`src/hw/rtl/lfd_pkg.sv`:
```
// lfd_pkg: shared types and codes for the lrc frame deframer
// no dependencies; used by the parser, the output queue and the top level
`timescale 1ns / 1ps

package lfd_pkg;

  // parser phase codes
  localparam logic [2:0] PH_WAIT    = 3'd0;
  localparam logic [2:0] PH_MODULE  = 3'd1;
  localparam logic [2:0] PH_LENGTH  = 3'd2;
  localparam logic [2:0] PH_PAYLOAD = 3'd3;
  localparam logic [2:0] PH_CHECK   = 3'd4;
  localparam logic [2:0] PH_TAIL    = 3'd5;

  // result kind codes
  localparam logic [2:0] KIND_DATA    = 3'd0;
  localparam logic [2:0] KIND_OK      = 3'd1;
  localparam logic [2:0] KIND_LEN_ERR = 3'd2;
  localparam logic [2:0] KIND_LRC_ERR = 3'd3;
  localparam logic [2:0] KIND_END_ERR = 3'd4;

  // configuration register indexes
  localparam logic [1:0] REG_HEAD_VALUE  = 2'd0;
  localparam logic [1:0] REG_TAIL_VALUE  = 2'd1;
  localparam logic [1:0] REG_MAX_PAYLOAD = 2'd2;

  localparam logic [7:0] HEAD_RESET = 8'hA5;
  localparam logic [7:0] TAIL_RESET = 8'h5A;
  localparam logic [7:0] MAX_RESET  = 8'd255;

  localparam int QUEUE_DEPTH = 2;

  typedef struct packed {
    logic [7:0] head_value;
    logic [7:0] tail_value;
    logic [7:0] max_payload;
  } cfg_t;

  typedef struct packed {
    logic [2:0]  out_kind;
    logic [7:0]  out_byte;
    logic [7:0]  module_id;
    logic [31:0] frame_length;
  } result_t;

  typedef struct packed {
    logic    push;
    result_t result;
  } push_t;

  typedef struct packed {
    logic [1:0] count;
    logic       full;
  } queue_status_t;

endpackage

```
`src/hw/rtl/lfd_stream_if.sv`:
```
// lfd_in_if, lfd_out_if: valid/ready channels for received bytes and results
// no dependencies; the result fields are declared here with their own widths
`timescale 1ns / 1ps

interface lfd_in_if;
  logic       valid;
  logic       ready;
  logic [7:0] rx_byte;

  modport source (output valid, output rx_byte, input ready);
  modport sink (input valid, input rx_byte, output ready);
endinterface

interface lfd_out_if;
  logic        valid;
  logic        ready;
  logic [2:0]  out_kind;
  logic [7:0]  out_byte;
  logic [7:0]  module_id;
  logic [31:0] frame_length;

  modport source (output valid, output out_kind, output out_byte, output module_id,
                  output frame_length, input ready);
  modport sink (input valid, input out_kind, input out_byte, input module_id,
                input frame_length, output ready);
endinterface

```
`src/hw/rtl/lfd_parser.sv`:
```
// lfd_parser: frame state registers and the per-byte update and result logic
// depends on lfd_pkg
`timescale 1ns / 1ps

module lfd_parser (
  input  logic           clk,
  input  logic           rst_n,
  input  logic           accept,
  input  logic [7:0]     rx_byte,
  input  lfd_pkg::cfg_t  cfg,
  output lfd_pkg::push_t push_o
);

  logic [2:0]  phase_r, phase_nxt;
  logic [7:0]  module_r, module_nxt;
  logic [31:0] length_r, length_nxt;
  logic [1:0]  len_cnt_r, len_cnt_nxt;
  logic [7:0]  pay_cnt_r, pay_cnt_nxt;
  logic [7:0]  lrc_r, lrc_nxt;
  logic        emit;
  logic [2:0]  kind;
  logic [7:0]  obyte;
  logic [31:0] len_shifted;
  logic [8:0]  pay_cnt_inc;

  always_comb begin
    unique case (len_cnt_r)
      2'd0: len_shifted = {24'd0, rx_byte};
      2'd1: len_shifted = {16'd0, rx_byte, 8'd0};
      2'd2: len_shifted = {8'd0, rx_byte, 16'd0};
      2'd3: len_shifted = {rx_byte, 24'd0};
      default: len_shifted = 32'd0;
    endcase
  end

  assign pay_cnt_inc = {1'b0, pay_cnt_r} + 9'd1;

  always_comb begin
    phase_nxt   = phase_r;
    module_nxt  = module_r;
    length_nxt  = length_r;
    len_cnt_nxt = len_cnt_r;
    pay_cnt_nxt = pay_cnt_r;
    lrc_nxt     = lrc_r;
    emit        = 1'b0;
    kind        = lfd_pkg::KIND_DATA;
    obyte       = 8'd0;
    unique case (phase_r)
      lfd_pkg::PH_WAIT: begin
        if (rx_byte == cfg.head_value) begin
          length_nxt  = 32'd0;
          len_cnt_nxt = 2'd0;
          pay_cnt_nxt = 8'd0;
          lrc_nxt     = 8'd0;
          phase_nxt   = lfd_pkg::PH_MODULE;
        end
      end
      lfd_pkg::PH_MODULE: begin
        module_nxt = rx_byte;
        phase_nxt  = lfd_pkg::PH_LENGTH;
      end
      lfd_pkg::PH_LENGTH: begin
        length_nxt  = length_r | len_shifted;
        len_cnt_nxt = len_cnt_r + 2'd1;
        if (len_cnt_r == 2'd3) begin
          // empty payload skips straight to the lrc byte
          phase_nxt = (length_nxt == 32'd0) ? lfd_pkg::PH_CHECK : lfd_pkg::PH_PAYLOAD;
        end
      end
      lfd_pkg::PH_PAYLOAD: begin
        emit = 1'b1;
        if (pay_cnt_r == 8'd0 && length_r > {24'd0, cfg.max_payload}) begin
          kind      = lfd_pkg::KIND_LEN_ERR;
          phase_nxt = lfd_pkg::PH_WAIT;
        end else begin
          lrc_nxt = lrc_r ^ rx_byte;
          obyte   = rx_byte;
          if ({23'd0, pay_cnt_inc} >= length_r) begin
            pay_cnt_nxt = 8'd0;
            phase_nxt   = lfd_pkg::PH_CHECK;
          end else begin
            pay_cnt_nxt = pay_cnt_inc[7:0];
          end
        end
      end
      lfd_pkg::PH_CHECK: begin
        if (rx_byte != lrc_r) begin
          emit      = 1'b1;
          kind      = lfd_pkg::KIND_LRC_ERR;
          phase_nxt = lfd_pkg::PH_WAIT;
        end else begin
          phase_nxt = lfd_pkg::PH_TAIL;
        end
      end
      lfd_pkg::PH_TAIL: begin
        emit      = 1'b1;
        kind      = (rx_byte == cfg.tail_value) ? lfd_pkg::KIND_OK : lfd_pkg::KIND_END_ERR;
        phase_nxt = lfd_pkg::PH_WAIT;
      end
      default: phase_nxt = lfd_pkg::PH_WAIT;
    endcase
  end

  always_ff @(posedge clk) begin
    if (!rst_n) begin
      phase_r   <= lfd_pkg::PH_WAIT;
      module_r  <= 8'd0;
      length_r  <= 32'd0;
      len_cnt_r <= 2'd0;
      pay_cnt_r <= 8'd0;
      lrc_r     <= 8'd0;
    end else if (accept) begin
      phase_r   <= phase_nxt;
      module_r  <= module_nxt;
      length_r  <= length_nxt;
      len_cnt_r <= len_cnt_nxt;
      pay_cnt_r <= pay_cnt_nxt;
      lrc_r     <= lrc_nxt;
    end
  end

  // module and length fields report the frame as it stands before this byte
  assign push_o.push                = accept & emit;
  assign push_o.result.out_kind     = kind;
  assign push_o.result.out_byte     = obyte;
  assign push_o.result.module_id    = module_r;
  assign push_o.result.frame_length = length_r;

endmodule

```
`src/hw/rtl/lfd_out_queue.sv`:
```
// lfd_out_queue: two-entry result register with skid slot
// depends on lfd_pkg
`timescale 1ns / 1ps

module lfd_out_queue (
  input  logic                   clk,
  input  logic                   rst_n,
  input  lfd_pkg::push_t         push_i,
  input  logic                   pop,
  output logic                   valid,
  output lfd_pkg::result_t       head,
  output lfd_pkg::queue_status_t status
);

  logic [1:0]       count_r, count_nxt;
  lfd_pkg::result_t slot0_r, slot1_r;

  always_comb begin
    count_nxt = count_r;
    unique case ({push_i.push, pop})
      2'b10:   count_nxt = count_r + 2'd1;
      2'b01:   count_nxt = count_r - 2'd1;
      default: count_nxt = count_r;
    endcase
  end

  always_ff @(posedge clk) begin
    if (!rst_n) begin
      count_r <= 2'd0;
    end else begin
      count_r <= count_nxt;
    end
  end

  // slot0 is the head; slot1 catches a result while the head is stalled
  always_ff @(posedge clk) begin
    unique case ({push_i.push, pop})
      2'b10: begin
        if (count_r == 2'd0) begin
          slot0_r <= push_i.result;
        end else begin
          slot1_r <= push_i.result;
        end
      end
      2'b01: slot0_r <= slot1_r;
      2'b11: begin
        if (count_r == 2'd1) begin
          slot0_r <= push_i.result;
        end else begin
          slot0_r <= slot1_r;
          slot1_r <= push_i.result;
        end
      end
      default: ;
    endcase
  end

  assign valid        = (count_r != 2'd0);
  assign head         = slot0_r;
  assign status.count = count_r;
  assign status.full  = (count_r == 2'(lfd_pkg::QUEUE_DEPTH));

endmodule

```
`src/hw/rtl/lrc_frame_deframer_top.sv`:
```
// lrc_frame_deframer_top: head/tail frame parser with xor lrc, top level
// depends on lfd_pkg, lfd_stream_if, lfd_parser and lfd_out_queue
`timescale 1ns / 1ps

// One received byte is taken per item and one item can be accepted every clock cycle:
// the frame state (phase, module byte, length, counters, lrc) updates per accepted
// byte and any result it gives is registered in a two-entry output queue before it
// appears on out_ch. in_ch.ready drops only while both queue entries are full; the
// sustained rate of one item per cycle is set by the state update loop of the parser.
// Frames are head byte, module byte, 4-byte little-endian length, payload, xor lrc of
// the payload, tail byte. Payload bytes are forwarded as they arrive (kind 0); each
// frame that reaches its payload or lrc byte ends with one status item (ok, length
// error, check error, tail error), and the consumer must drop the forwarded payload
// unless the status is ok. Configuration registers (0 head value, 1 tail value, 2 max
// payload) are written through cfg_we/cfg_index/cfg_wdata by the user only while the
// block is idle, which the block does not enforce; index 3 is ignored.

module lrc_frame_deframer_top (
  input  logic       clk,
  input  logic       rst_n,
  lfd_in_if.sink     in_ch,
  lfd_out_if.source  out_ch,
  input  logic       cfg_we,
  input  logic [1:0] cfg_index,
  input  logic [7:0] cfg_wdata
);

  lfd_pkg::cfg_t          cfg_r;
  lfd_pkg::push_t         push;
  lfd_pkg::result_t       head;
  lfd_pkg::queue_status_t qstat;
  logic                   accept;
  logic                   pop;
  logic                   q_valid;

  // configuration registers
  always_ff @(posedge clk) begin
    if (!rst_n) begin
      cfg_r.head_value  <= lfd_pkg::HEAD_RESET;
      cfg_r.tail_value  <= lfd_pkg::TAIL_RESET;
      cfg_r.max_payload <= lfd_pkg::MAX_RESET;
    end else if (cfg_we) begin
      unique case (cfg_index)
        lfd_pkg::REG_HEAD_VALUE:  cfg_r.head_value  <= cfg_wdata;
        lfd_pkg::REG_TAIL_VALUE:  cfg_r.tail_value  <= cfg_wdata;
        lfd_pkg::REG_MAX_PAYLOAD: cfg_r.max_payload <= cfg_wdata;
        default: ;
      endcase
    end
  end

  // take a byte whenever the queue has room for its result
  assign in_ch.ready = !qstat.full;
  assign accept      = in_ch.valid && in_ch.ready;
  assign pop         = q_valid && out_ch.ready;

  lfd_parser u_parser (
    .clk     (clk),
    .rst_n   (rst_n),
    .accept  (accept),
    .rx_byte (in_ch.rx_byte),
    .cfg     (cfg_r),
    .push_o  (push)
  );

  lfd_out_queue u_queue (
    .clk    (clk),
    .rst_n  (rst_n),
    .push_i (push),
    .pop    (pop),
    .valid  (q_valid),
    .head   (head),
    .status (qstat)
  );

  assign out_ch.valid        = q_valid;
  assign out_ch.out_kind     = head.out_kind;
  assign out_ch.out_byte     = head.out_byte;
  assign out_ch.module_id    = head.module_id;
  assign out_ch.frame_length = head.frame_length;

  // a result is only produced by an accepted byte
  a_push_needs_accept: assert property (@(posedge clk) disable iff (!rst_n)
    push.push |-> accept)
    else $error("result pushed without an accepted item");

  // queue never counts past its depth
  a_queue_bound: assert property (@(posedge clk) disable iff (!rst_n)
    qstat.count <= 2'(lfd_pkg::QUEUE_DEPTH))
    else $error("output queue overflow");

  // a full queue always offers a result
  a_full_valid: assert property (@(posedge clk) disable iff (!rst_n)
    !in_ch.ready |-> out_ch.valid)
    else $error("input stalled with no result pending");

  // only payload items carry a nonzero byte
  a_status_zero_byte: assert property (@(posedge clk) disable iff (!rst_n)
    (push.push && push.result.out_kind != lfd_pkg::KIND_DATA) |->
      (push.result.out_byte == 8'd0))
    else $error("status item with nonzero byte");

endmodule

```
`src/flat_wrapper.sv`:
```
// flat-port wrapper written by rule: the top's interface ports become plain ports
module lrc_frame_deframer_top_flat 
  (clk, rst_n, cfg_we, cfg_index, cfg_wdata, in_ch_valid, in_ch_rx_byte, in_ch_ready, out_ch_valid, out_ch_out_kind, out_ch_out_byte, out_ch_module_id, out_ch_frame_length, out_ch_ready);
  lfd_in_if in_ch_i ();
  lfd_out_if out_ch_i ();
  input  logic clk;
  input  logic rst_n;
  input  logic cfg_we;
  input  logic [1:0] cfg_index;
  input  logic [7:0] cfg_wdata;
  input wire logic [$bits(in_ch_i.valid)-1:0] in_ch_valid;
  input wire logic [$bits(in_ch_i.rx_byte)-1:0] in_ch_rx_byte;
  output wire logic [$bits(in_ch_i.ready)-1:0] in_ch_ready;
  output wire logic [$bits(out_ch_i.valid)-1:0] out_ch_valid;
  output wire logic [$bits(out_ch_i.out_kind)-1:0] out_ch_out_kind;
  output wire logic [$bits(out_ch_i.out_byte)-1:0] out_ch_out_byte;
  output wire logic [$bits(out_ch_i.module_id)-1:0] out_ch_module_id;
  output wire logic [$bits(out_ch_i.frame_length)-1:0] out_ch_frame_length;
  input wire logic [$bits(out_ch_i.ready)-1:0] out_ch_ready;
  assign in_ch_i.valid = in_ch_valid;
  assign in_ch_i.rx_byte = in_ch_rx_byte;
  assign in_ch_ready = in_ch_i.ready;
  assign out_ch_valid = out_ch_i.valid;
  assign out_ch_out_kind = out_ch_i.out_kind;
  assign out_ch_out_byte = out_ch_i.out_byte;
  assign out_ch_module_id = out_ch_i.module_id;
  assign out_ch_frame_length = out_ch_i.frame_length;
  assign out_ch_i.ready = out_ch_ready;
  lrc_frame_deframer_top u_core (.clk(clk), .rst_n(rst_n), .in_ch(in_ch_i), .out_ch(out_ch_i), .cfg_we(cfg_we), .cfg_index(cfg_index), .cfg_wdata(cfg_wdata));
endmodule
```
`config.mk`:
```
export PLATFORM = sky130hd
export DESIGN_NAME = lrc_frame_deframer_top_flat
export DESIGN_NICKNAME = d
export VERILOG_FILES = /design/src/hw/rtl/lfd_pkg.sv /design/src/hw/rtl/lfd_stream_if.sv /design/src/hw/rtl/lfd_parser.sv /design/src/hw/rtl/lfd_out_queue.sv /design/src/hw/rtl/lrc_frame_deframer_top.sv /design/src/flat_wrapper.sv
export SDC_FILE = /design/constraint.sdc
export NUM_CORES = 1
export LEC_CHECK = 0
export BUFFER_PORTS_ARGS = -buffer_cell sky130_fd_sc_hd__buf_2
export CAP_MARGIN = 10
export CORE_ASPECT_RATIO = 1.4
export CORE_MARGIN = 2
export CORE_UTILIZATION = 38
export CTS_BUF_LIST = sky130_fd_sc_hd__clkbuf_8
export DETAILED_ROUTE_END_ITERATION = 8
export PLACE_DENSITY = 0.51
export SLEW_MARGIN = 20
export SYNTH_ARGS = -nofsm -noshare
export SYNTH_HDL_FRONTEND = slang
export SYNTH_SLANG_ARGS = --single-unit
```
`constraint.sdc`:
```
create_clock -name clk -period 8.1 [get_ports clk]
set_input_delay 0.405 -clock clk [delete_from_list [all_inputs] [get_ports clk]]
set_output_delay 0.405 -clock clk [all_outputs]
set_load 0.05 [all_outputs]
```
Yosys cells after proc, flatten, opt, wreduce, memory -nomap -nowiden
Index checks and enable logic that the tools add are counted.
{"block": "word_totals", "word_cells": 111, "output_inout_bits": 53, "input_bits": 23, "register_bits": 189}
{"block": "classes", "n_eq_ne": 25, "bitwise_logic": 3, "muxes": 33, "addsub": 4, "n_reduce_logical": 26, "order_cmp": 2}
{"operator": "$mux W51", "n": 4}
{"operator": "$pmux W51 S3", "n": 1}
{"operator": "$pmux W32 S4", "n": 1}
{"operator": "$pmux W51 S2", "n": 1}
{"operator": "$pmux W32 S2", "n": 1}
{"operator": "$mux W8", "n": 6}
{"operator": "$ge A9 B32 Y1", "n": 1}
{"operator": "$gt A32 B8 Y1", "n": 1}
{"operator": "$logic_not A32 Y1", "n": 1}
{"operator": "$mux W32", "n": 1}
{"operator": "$or A32 B32 Y32", "n": 1}
{"operator": "$pmux W8 S2", "n": 2}
{"operator": "$mux W3", "n": 7}
{"operator": "$eq A8 B8 Y1", "n": 2}
{"operator": "$pmux W3 S5", "n": 1}
{"operator": "$eq A2 B2 Y1 const B", "n": 6}
{"operator": "$ne A2 B2 Y1 const B", "n": 6}
{"operator": "$reduce_and A2 Y1", "n": 5}
{"operator": "$reduce_bool A2 Y1", "n": 5}
{"operator": "$add A8 B1 Y9 const B", "n": 1}
{"operator": "$pmux W3 S3", "n": 1}
{"operator": "$eq A2 B1 Y1 const B", "n": 4}
{"operator": "$logic_not A8 Y1", "n": 1}
{"operator": "$ne A8 B8 Y1", "n": 1}
{"operator": "20 further kinds", "n": 32}

Longest topological paths before layout
Gate-level depths: netlist (run 1).
{"block": "logic_depth", "ltp_word": 7, "depth_mapped": 12, "depth_no_buf": 11}

By module
Synthesis (run 1) repeated with hierarchy kept, for this count alone.
{"block": "unflattened", "hier_cells": 856, "hier_area_um2": 9804.4}
{"module": "lfd_out_queue", "instances": 1, "cells_each": 302, "area_each_um2": 4976.0, "seq_area_each_um2": 3103.0}
{"module": "lfd_parser", "instances": 1, "cells_each": 451, "area_each_um2": 3806.2, "seq_area_each_um2": 1221.2}
{"module": "lrc_frame_deframer_top", "instances": 1, "cells_each": 103, "area_each_um2": 1022.2, "seq_area_each_um2": 480.5}

Worst setup path before layout (run 1)
OpenSTA, ideal clock, no wires.
{"block": "synth_timing", "path_kind": "input to register", "startpoint": "input in_ch_rx_byte[5]", "endpoint": "register u_core.u_queue.slot1_r[0] in the netlist's numbering, enable pin", "path_stages": 10, "setup_time_ps": 477, "required_time_ps": 7623, "slack_ps": 3554, "arrival_ps": 4069, "path_buffers": 1, "cell_sequence": "clkbuf_1 > xor2_1 > nor4_1 > nand2_1 > nand2_1 > a21oi_1 > ha_1 > nand2_1 > o21ai_0 > a21oi_1"}
{"block": "synth_between", "elab_chain_cells": 7, "elab_cells_between_ends": 10, "cone_classes": "5 x eq/ne; 2 x mux; 1 x bitwise; 2 x reduce/logical"}
{"element": "from (decl)", "line_no": "flat_wrapper.sv:12", "rtl": "input wire logic [$bits(in_ch_i.rx_byte)-1:0] in_ch_rx_byte;"}
{"element": "$ne A8 B8 Y1 (*)", "line_no": "lfd_parser.sv:87", "rtl": "if (rx_byte != lrc_r) begin"}
{"element": "$mux W1 (*)", "line_no": "lfd_parser.sv:87"}
{"element": "$pmux W1 S2 (*)", "line_no": "lfd_parser.sv:48", "rtl": "unique case (phase_r)"}
{"element": "$and A1 B1 Y1 (*)", "line_no": "lfd_parser.sv:123", "rtl": "assign push_o.push = accept & emit;"}
{"element": "$eq A2 B2 Y1", "line_no": "lfd_out_queue.sv:37", "rtl": "unique case ({push_i.push, pop})"}
{"element": "$ne A2 B2 Y1 (no source line) / $reduce_bool A2 Y1 (equally long branches)"}
{"element": "$reduce_and A3 Y1 (no source line) (*)"}
{"element": "to (signal assigned)", "line_no": "lfd_out_queue.sv:42", "rtl": "slot1_r <= push_i.result;"}
{"element": "to (signal assigned)", "line_no": "lfd_out_queue.sv:51", "rtl": "slot1_r <= push_i.result;"}
{"element": "to (decl)", "line_no": "lfd_out_queue.sv:16", "rtl": "lfd_pkg::result_t slot0_r, slot1_r;"}
Every way passes the cells marked *; elsewhere a longest branch is shown, timed or not.
A chain may end at the register's enable or synchronous reset.

Worst setup path in the final report (run 1)
{"block": "layout_timing", "startpoint": "register u_core.u_parser.pay_cnt_r[2]", "endpoint": "register u_core.u_parser.pay_cnt_r[4]"}
{"block": "layout_between", "elab_chain_cells": 5, "elab_cells_between_ends": 9, "cone_classes": "1 x add/sub; 1 x order compare; 1 x eq/ne; 3 x mux; 3 x reduce/logical"}
{"element": "from (decl)", "line_no": "lfd_parser.sv:18", "rtl": "logic [7:0] pay_cnt_r, pay_cnt_nxt;"}
{"element": "from (signal assigned)", "line_no": "lfd_parser.sv:117", "rtl": "pay_cnt_r <= pay_cnt_nxt;"}
{"element": "$add A8 B1 Y9", "line_no": "lfd_parser.sv:36", "rtl": "assign pay_cnt_inc = {1'b0, pay_cnt_r} + 9'd1;"}
{"element": "$ge A9 B32 Y1", "line_no": "lfd_parser.sv:78", "rtl": "if ({23'd0, pay_cnt_inc} >= length_r) begin"}
{"element": "$mux W8", "line_no": "lfd_parser.sv:78"}
{"element": "$mux W8", "line_no": "lfd_parser.sv:72", "rtl": "if (pay_cnt_r == 8'd0 && length_r > {24'd0, cfg.max_payload}) begin"}
{"element": "$pmux W8 S2", "line_no": "lfd_parser.sv:48"}
Parallel ways exist; a longest one is shown, timed or not. The select of a mux whose other input is x is not followed.

==> results of run 1 <==
layout make-up:
| type | count | area (um2) |
|---|---|---|
| clock buffers | 17 | 234 |
| clock inverters | 15 | 148 |
| fillers | 2103 | 12300 |
| inverters | 35 | 131 |
| multi-input cells | 443 | 3320 |
| flip-flops and latches | 189 | 4800 |
| well taps | 297 | 372 |
| repair buffers | 83 | 435 |
registers in the layout, summed over array words and instances (netlist names):
register                   count
u_core.u_queue.slot1_r        51
u_core.u_parser.len_cnt_r      2
u_core.u_parser.module_r       8
u_core.u_queue.head           51
u_core.cfg_r                  24
u_core.u_parser.length_r      32
u_core.u_parser.phase_r        3
u_core.u_parser.lrc_r          8
u_core.u_parser.pay_cnt_r      8
u_core.u_queue.count_r         2
cells by family after synthesis:
group | synth area share
and+or+nand+nor | 0.131
DFF | 0.573
AOI/OAI and AO/OA | 0.153
buffers and inverters | 0.0357
xor gates and xnor gates | 0.0314
adders and majority gates | 0.0433
muxes | 0.0322
per-layer routing:
| metal | vias to the layer above | track usage |
|---|---|---|
| met3 | 18 | 0.0384 |
| met5 | - | 0 |
| met2 | 127 | 0.303 |
| met4 | 0 | 0.0542 |
| li1 | 2756 | - |
| met1 | 2845 | 0.227 |
power breakdown:
group          internal, mW  switching (mW)  leakage (nW)
clock network         0.273           0.340         0.193
logic                0.0559           0.170          1.65
registers              1.05          0.0178          1.65
worst reg2reg max path, stage by stage (launching register included):
cell       delay, ns
dfxtp_1         0.42
nand3_1         0.19
nor2_1          0.26
nand3_1         0.12
xnor2_1         0.23
ha_1            0.29
a21oi_1         0.14
o21a_1          0.13
o31ai_1         0.09
a32oi_1         0.62
nand3_1         0.31
o2bb2ai_1       0.22
per-stage QoR:
stage | power (mW) | cell area [um2] | hold slack [ns] | instances | setup slack (ns)
finish | 1.91 | 9440 | 0.172 | 1079 | 5.00
global route | 1.99 | 9440 | 0.161 | 1079 | 4.67
CTS | 1.93 | 9430 | 0.144 | 1079 | 4.99
detailed placement | 1.32 | 9050 | 0.453 | 1047 | 4.90
global placement | 1.32 | 9050 | 0.450 | 1047 | 4.97
floorplan | 1.26 | 8380 | 0.430 | 711 | 3.55
placed cells by master (no fill, tap or decap), types with 3 or more instances in the layout:
cell / synthesis / routed
o211ai_1: 9 / 9
and2_1: 15 / 15
a31oi_1: 5 / 5
clkbuf_8: 0 / 17
a22o_1: 43 / 43
nand2_1: 41 / 41
xor2_1: 27 / 27
clkinvlp_4: 0 / 3
and4_1: 3 / 3
nor3_1: 6 / 5
xnor2_1: 3 / 3
o21ai_0: 24 / 24
edfxtp_1: 102 / 102
a41oi_1: 4 / 4
nor4_1: 13 / 13
o22a_1: 4 / 4
nand3b_1: 3 / 3
ha_1: 29 / 29
inv_6: 0 / 3
and3_1: 4 / 4
nand4_1: 4 / 4
a21oi_1: 10 / 9
o21ai_1: 4 / 4
o2bb2ai_1: 6 / 6
nand3_1: 8 / 8
nand2b_1: 6 / 6
a32o_1: 8 / 8
inv_1: 35 / 37
dfxtp_1: 87 / 87
buf_4: 0 / 8
a22oi_1: 33 / 33
buf_2: 2 / 75
nor2b_1: 56 / 56
mux2i_1: 27 / 27
nor2_1: 12 / 11
worst paths after layout:
kind                                                                 from                                        end  cells after the start
worst max-delay path            u_core.u_parser.pay_cnt_r[2]$_SDFFE_PN0P_  u_core.u_parser.pay_cnt_r[4]$_SDFFE_PN0P_                     11
worst min-delay path                                         cfg_wdata[4]              u_core.cfg_r[12]$_SDFFE_PN1P_                      3
worst max register to register  u_core.u_parser.pay_cnt_r[2]$_SDFFE_PN0P_  u_core.u_parser.pay_cnt_r[4]$_SDFFE_PN0P_                     11
worst min register to register   u_core.u_parser.module_r[1]$_SDFFE_PN0P_       u_core.u_queue.slot1_r[33]$_DFFE_PP_                      0
==> results.txt, run 1 <==
Yosys reg bits -> 189
final hold viol count -> 0
DRT iter0 DRCs -> 407
Worst setup EP type -> flip-flop
WP buf/inv -> 0
Static Leakage -> 3.50 nW
reg2reg setup slack -> 5.00 ns
number of setup violations in the final report -> 0
drt pass-1 iters -> 5
Synth Area per Inst -> 11.8 um2
most numerous cell in the Yosys netlist -> edfxtp_1
Synth async-reset ratio -> 0
Slew Viols, Final -> 0
worst-path cell chain -> nand3_1 > nor2_1 > nand3_1 > xnor2_1 > ha_1 > a21oi_1 > o21a_1 > o31ai_1 > a32oi_1 > nand3_1 > o2bb2ai_1
largest delay contributor family on the critical path -> compound AO/OA/AOI/OAI gates
Worst Path Arrival -> 3.50 ns
Yosys warning count -> 0
chip height -> 180 um
post-synthesis sequential area ratio -> 0.573
clock root cell -> clkbuf_8
Routed met1 length -> 8570 um
Syn Nets -> 763
nets -> 821
Synth Cell Area -> 8380 um2
Initial Util -> 0.385
crit path launch type -> flip-flop
Post-CTS Setup Inserts -> 0
Yosys cell types -> 58
synth cell count leaders -> 102 x edfxtp_1, 87 x dfxtp_1, 56 x nor2b_1, 43 x a22o_1
Setup TNS Final -> 0 ns
die area -> 23300 um2
EDFF count, synth -> 102
Final min period -> 3.10 ns
Bufs on Longest Clock Path -> 2
outcome -> finished, final reports clean
clk_lat worst skew -> 0.48 ns
Vias -> 5746
CP Class -> flip-flop to flip-flop
via count of the first global-routing pass -> 5676
ratio of cells with drive above 1 in the final layout -> 0.165
highest routed metal layer -> met4
Least-Margin Pin Slew -> 0.785 ns
routed wire length -> 20000 um
drc violations -> 0
placer congestion estimate -> 0.802
io pins -> 76
Max Cap Viol -> 0
CP required -> 8.50 ns
site row count -> 64
Post-CTS Hold Buffers -> 0
Syn Inst Count -> 711
Worst-path clk slew -> 0.10 ns
antenna diode count -> 0
CTS tree -> built
type of the most critical hold path -> input pin to flip-flop
initial antenna violation count -> 0
DR vias/cell -> 5.33
top_reg_cell synth -> edfxtp_1
Clock Skew -> 0.0167 ns
period utilisation layout -> 0.383
Final HPWL DP -> 13300 um
area leader, netlist -> edfxtp_1
cts bufs inserted -> 17
GRT Residual Overflow -> 0
CTS sink cnt -> 189
Routed met3 length -> 726 um
Final ANT Viol Nets -> 0
Power Density -> 202 nW/um2
WL met2 -> 10300 um
Synth top area share -> 0.365
synthesis-to-finish area growth -> 12.7%
maximum VDD drop -> 90.5 uV
synth top area cells -> edfxtp_1 37%, dfxtp_1 21%, a22o_1 4.5%
Peak Freq -> 0.323 GHz
Final Util -> 0.434
routed len/inst -> 18.5 um
PostCTS Resize Cnt -> 0
core area -> 21800 um2
RSZ-0062 raised after global routing -> false
global-route wire length before repair -> 31900 um
IO buf count -> 75
gr usage total -> 0.179
Worst path max stage delay -> 0.62 ns
Slew HR -> 0.477
Slowest-stage cell, CP -> a32oi_1
largest net degree at the start of global routing -> 79
Die W -> 130 um
H-tree depth reported by CTS -> 4
Top cell by count, worst path -> nand3_1
Max FO, Critical Path -> 6
Power figures use the tool's default switching activity.
==> inputs of run 2 (changes only) <==
- PLACE_DENSITY: 0.51 -> 0.53
- clock period: 8.1 -> 2.5 ns (I/O delays scaled with it)
==> run 2 against run 1 <==
  * Power rose to 3.2 times the previous value
  * Combinational power rose to 3.7 times the previous value
  * Clock power rose to 2.9 times the previous value
  * Design area up 5.4%
  * Setup slack worse by 4.9 ns
  * Critical endpoint is now u_core.u_parser.pay_cnt_r[1]$_SDFFE_PN0P_
  * Global-route usage up 0.10 points
==> results.txt, run 2 (synthesis results as in run 1) <==
outcome -> finished, final reports clean
Slowest-stage cell, CP -> or4b_4
Register Area -> 4820 um2
worst r2r src -> u_core.u_parser.pay_cnt_r[0]$_SDFFE_PN0P_
reg2reg setup slack -> 0.08 ns
io pins -> 76
maximum VDD drop -> 283 uV
largest net degree at the start of global routing -> 52
Worst Hold Depth -> 2
Initial Util -> 0.385
chip height -> 180 um
CP Class -> flip-flop to flip-flop
DR vias/cell -> 5.22
core area -> 21800 um2
worst-path cell chain -> inv_1 > ha_1 > or4b_4 > a311oi_4 > nor4_4 > a21oi_1 > mux2i_1
design area -> 9950 um2
ratio of cells with drive above 1 in the final layout -> 0.239
type of the most critical hold path -> input pin to flip-flop
final hold viol count -> 0
gr usage total -> 0.180
Power Density -> 610 nW/um2
Least-Margin Pin Slew -> 0.522 ns
site row count -> 64
period utilisation layout -> 0.969
H-tree depth reported by CTS -> 4
worst hold endpoint -> u_core.u_parser.length_r[8]$_SDFFE_PN0P_
Final Util -> 0.457
antenna diode count -> 0
drc violations -> 0
Worst setup EP type -> flip-flop
FF-to-FF path depth -> 7
Worst path max stage delay -> 0.50 ns
WP buf/inv -> 1
most common cell after layout, fill and taps aside -> edfxtp_1
Worst Path Arrival -> 2.82 ns
routed len/inst -> 18.4 um
area occupied by multi-input gates -> 3420 um2
placer congestion estimate -> 0.846
clock root cell -> clkbuf_8
Static Leakage -> 3.73 nW
DRT iter0 DRCs -> 404
global-route wire length before repair -> 32000 um
CP Depth -> 7
clk_lat worst skew -> 0.47 ns
initial antenna violation count -> 0
die area -> 23300 um2
Slew HR -> 0.651
cts bufs inserted -> 17
Max FO, Critical Path -> 4
GRT Residual Overflow -> 0
Bufs on Longest Clock Path -> 2
Final HPWL DP -> 14000 um
placed cell areas -> 9460 um2
HP Start -> rst_n
drt pass-1 iters -> 5
synthesis-to-finish area growth -> 18.8%
Die W -> 130 um
Worst-path clk slew -> 0.10 ns
Post-CTS Setup Inserts -> 0
CTS tree -> built
routed wire length -> 20800 um
Slew Viols, Final -> 0
via count of the first global-routing pass -> 5892
Clock Skew -> 0.0134 ns
largest delay contributor family on the critical path -> compound AO/OA/AOI/OAI gates
Peak Freq -> 0.413 GHz
CTS sink cnt -> 189
nets -> 869
Vias -> 5885
Final ANT Viol Nets -> 0
IO buf count -> 75
most frequent cells in the layout -> 102 x edfxtp_1, 79 x dfxtp_1, 75 x buf_2, 56 x nor2b_1
worst reg2reg endpoint -> u_core.u_parser.pay_cnt_r[1]$_SDFFE_PN0P_
Max Cap Viol -> 0
number of setup violations in the final report -> 0
CP required -> 2.90 ns
fill cell count -> 2074
Final min period -> 2.42 ns
crit path launch type -> flip-flop
-- run 2: cell types whose count changed in the layout (fill, tap and decap cells not counted), sizes merged --
cell,before,now
clkinv,5,9
buf,83,123
bufinv,2,0
inv,40,38
dlygate4sd3,0,8
-- run 2: repair_timing --
item / in CTS / in global routing
hold buffers: 8 / 0
endpoints found under the setup margin: 10 / 46
resized for setup: 7 / 15
pin swaps: 1 / 2
endpoints found under the hold margin: 23 / 0
-- run 2: area by class of cell --
class,count,share of cell area
clock buffer,17,0.0235
clock inverter,15,0.00981
inverter,35,0.0136
multi-input combinational,443,0.343
sequential,189,0.484
tap,297,0.0373
timing repair buffer,131,0.0882
-- run 2: stage by stage --
| stage | std cells | TNS, ns | hold slack [ns] | power (mW) | setup slack (ns) |
|---|---|---|---|---|---|
| after global placement | 1087 | 0 | 0.387 | 4.32 | 0.0325 |
| after floorplan | 711 | -5.29 | 0.250 | 4.08 | -0.104 |
| after detailed placement | 1087 | -0.235 | 0.404 | 4.34 | -0.0550 |
| after global routing | 1127 | -0.222 | 0.0728 | 6.31 | -0.0523 |
| after CTS | 1127 | 0 | 0.0556 | 6.14 | 0.0390 |
| final | 1127 | 0 | 0.0912 | 6.07 | 0.0765 |
-- run 2: worst max-delay path by stage --
| stage | to | slack, ns | from |
|---|---|---|---|
| floorplan | u_core.u_queue.slot1_r[0]$_DFFE_PP_ | -0.10 | u_core.u_parser.lrc_r[3]$_SDFFE_PN0P_ |
| global placement | u_core.u_parser.pay_cnt_r[6]$_SDFFE_PN0P_ | 0.03 | u_core.cfg_r[7]$_SDFFE_PN1P_ |
| detailed placement | u_core.u_parser.pay_cnt_r[0]$_SDFFE_PN0P_ | -0.06 | u_core.u_parser.pay_cnt_r[1]$_SDFFE_PN0P_ |
| CTS | u_core.u_parser.phase_r[0]$_SDFFE_PN0P_ | 0.04 | u_core.u_parser.pay_cnt_r[1]$_SDFFE_PN0P_ |
| global route | u_core.u_parser.phase_r[1]$_SDFFE_PN0P_ | -0.05 | u_core.u_parser.pay_cnt_r[1]$_SDFFE_PN0P_ |
| finish | u_core.u_parser.pay_cnt_r[1]$_SDFFE_PN0P_ | 0.08 | u_core.u_parser.pay_cnt_r[0]$_SDFFE_PN0P_ |
-- run 2: layer usage --
| layer | vias up | part of all wire | track usage |
|---|---|---|---|
| li1 | 2840 | - | - |
| met1 | 2894 | 0.43 | 0.218 |
| met2 | 126 | 0.53 | 0.317 |
| met3 | 25 | 0.031 | 0.0333 |
| met4 | 0 | 0.018 | 0.0585 |
| met5 | - | 0 | 0 |
-- run 2: power by group --
part	leakage, nW	internal (mW)	total (mW)	switching (mW)
Clock	0.177	0.682	1.79	1.11
Sequential	1.66	3.40	3.45	0.0451
Combinational	1.90	0.236	0.827	0.591
Total	3.73	4.32	6.07	1.75
-- run 2: worst reg2reg max path, delay by kind of cell, from the launching register on --
| family | cells | cell delay [ns] |
|---|---|---|
| adder cells (fa/ha/maj) | 1 | 0.14 |
| AO/OA/AOI/OAI | 2 | 0.89 |
| AND/OR/NAND/NOR | 2 | 0.63 |
| buffers and inverters | 1 | 0.09 |
| multiplexers | 1 | 0.24 |
| flip-flops | 1 | 0.37 |
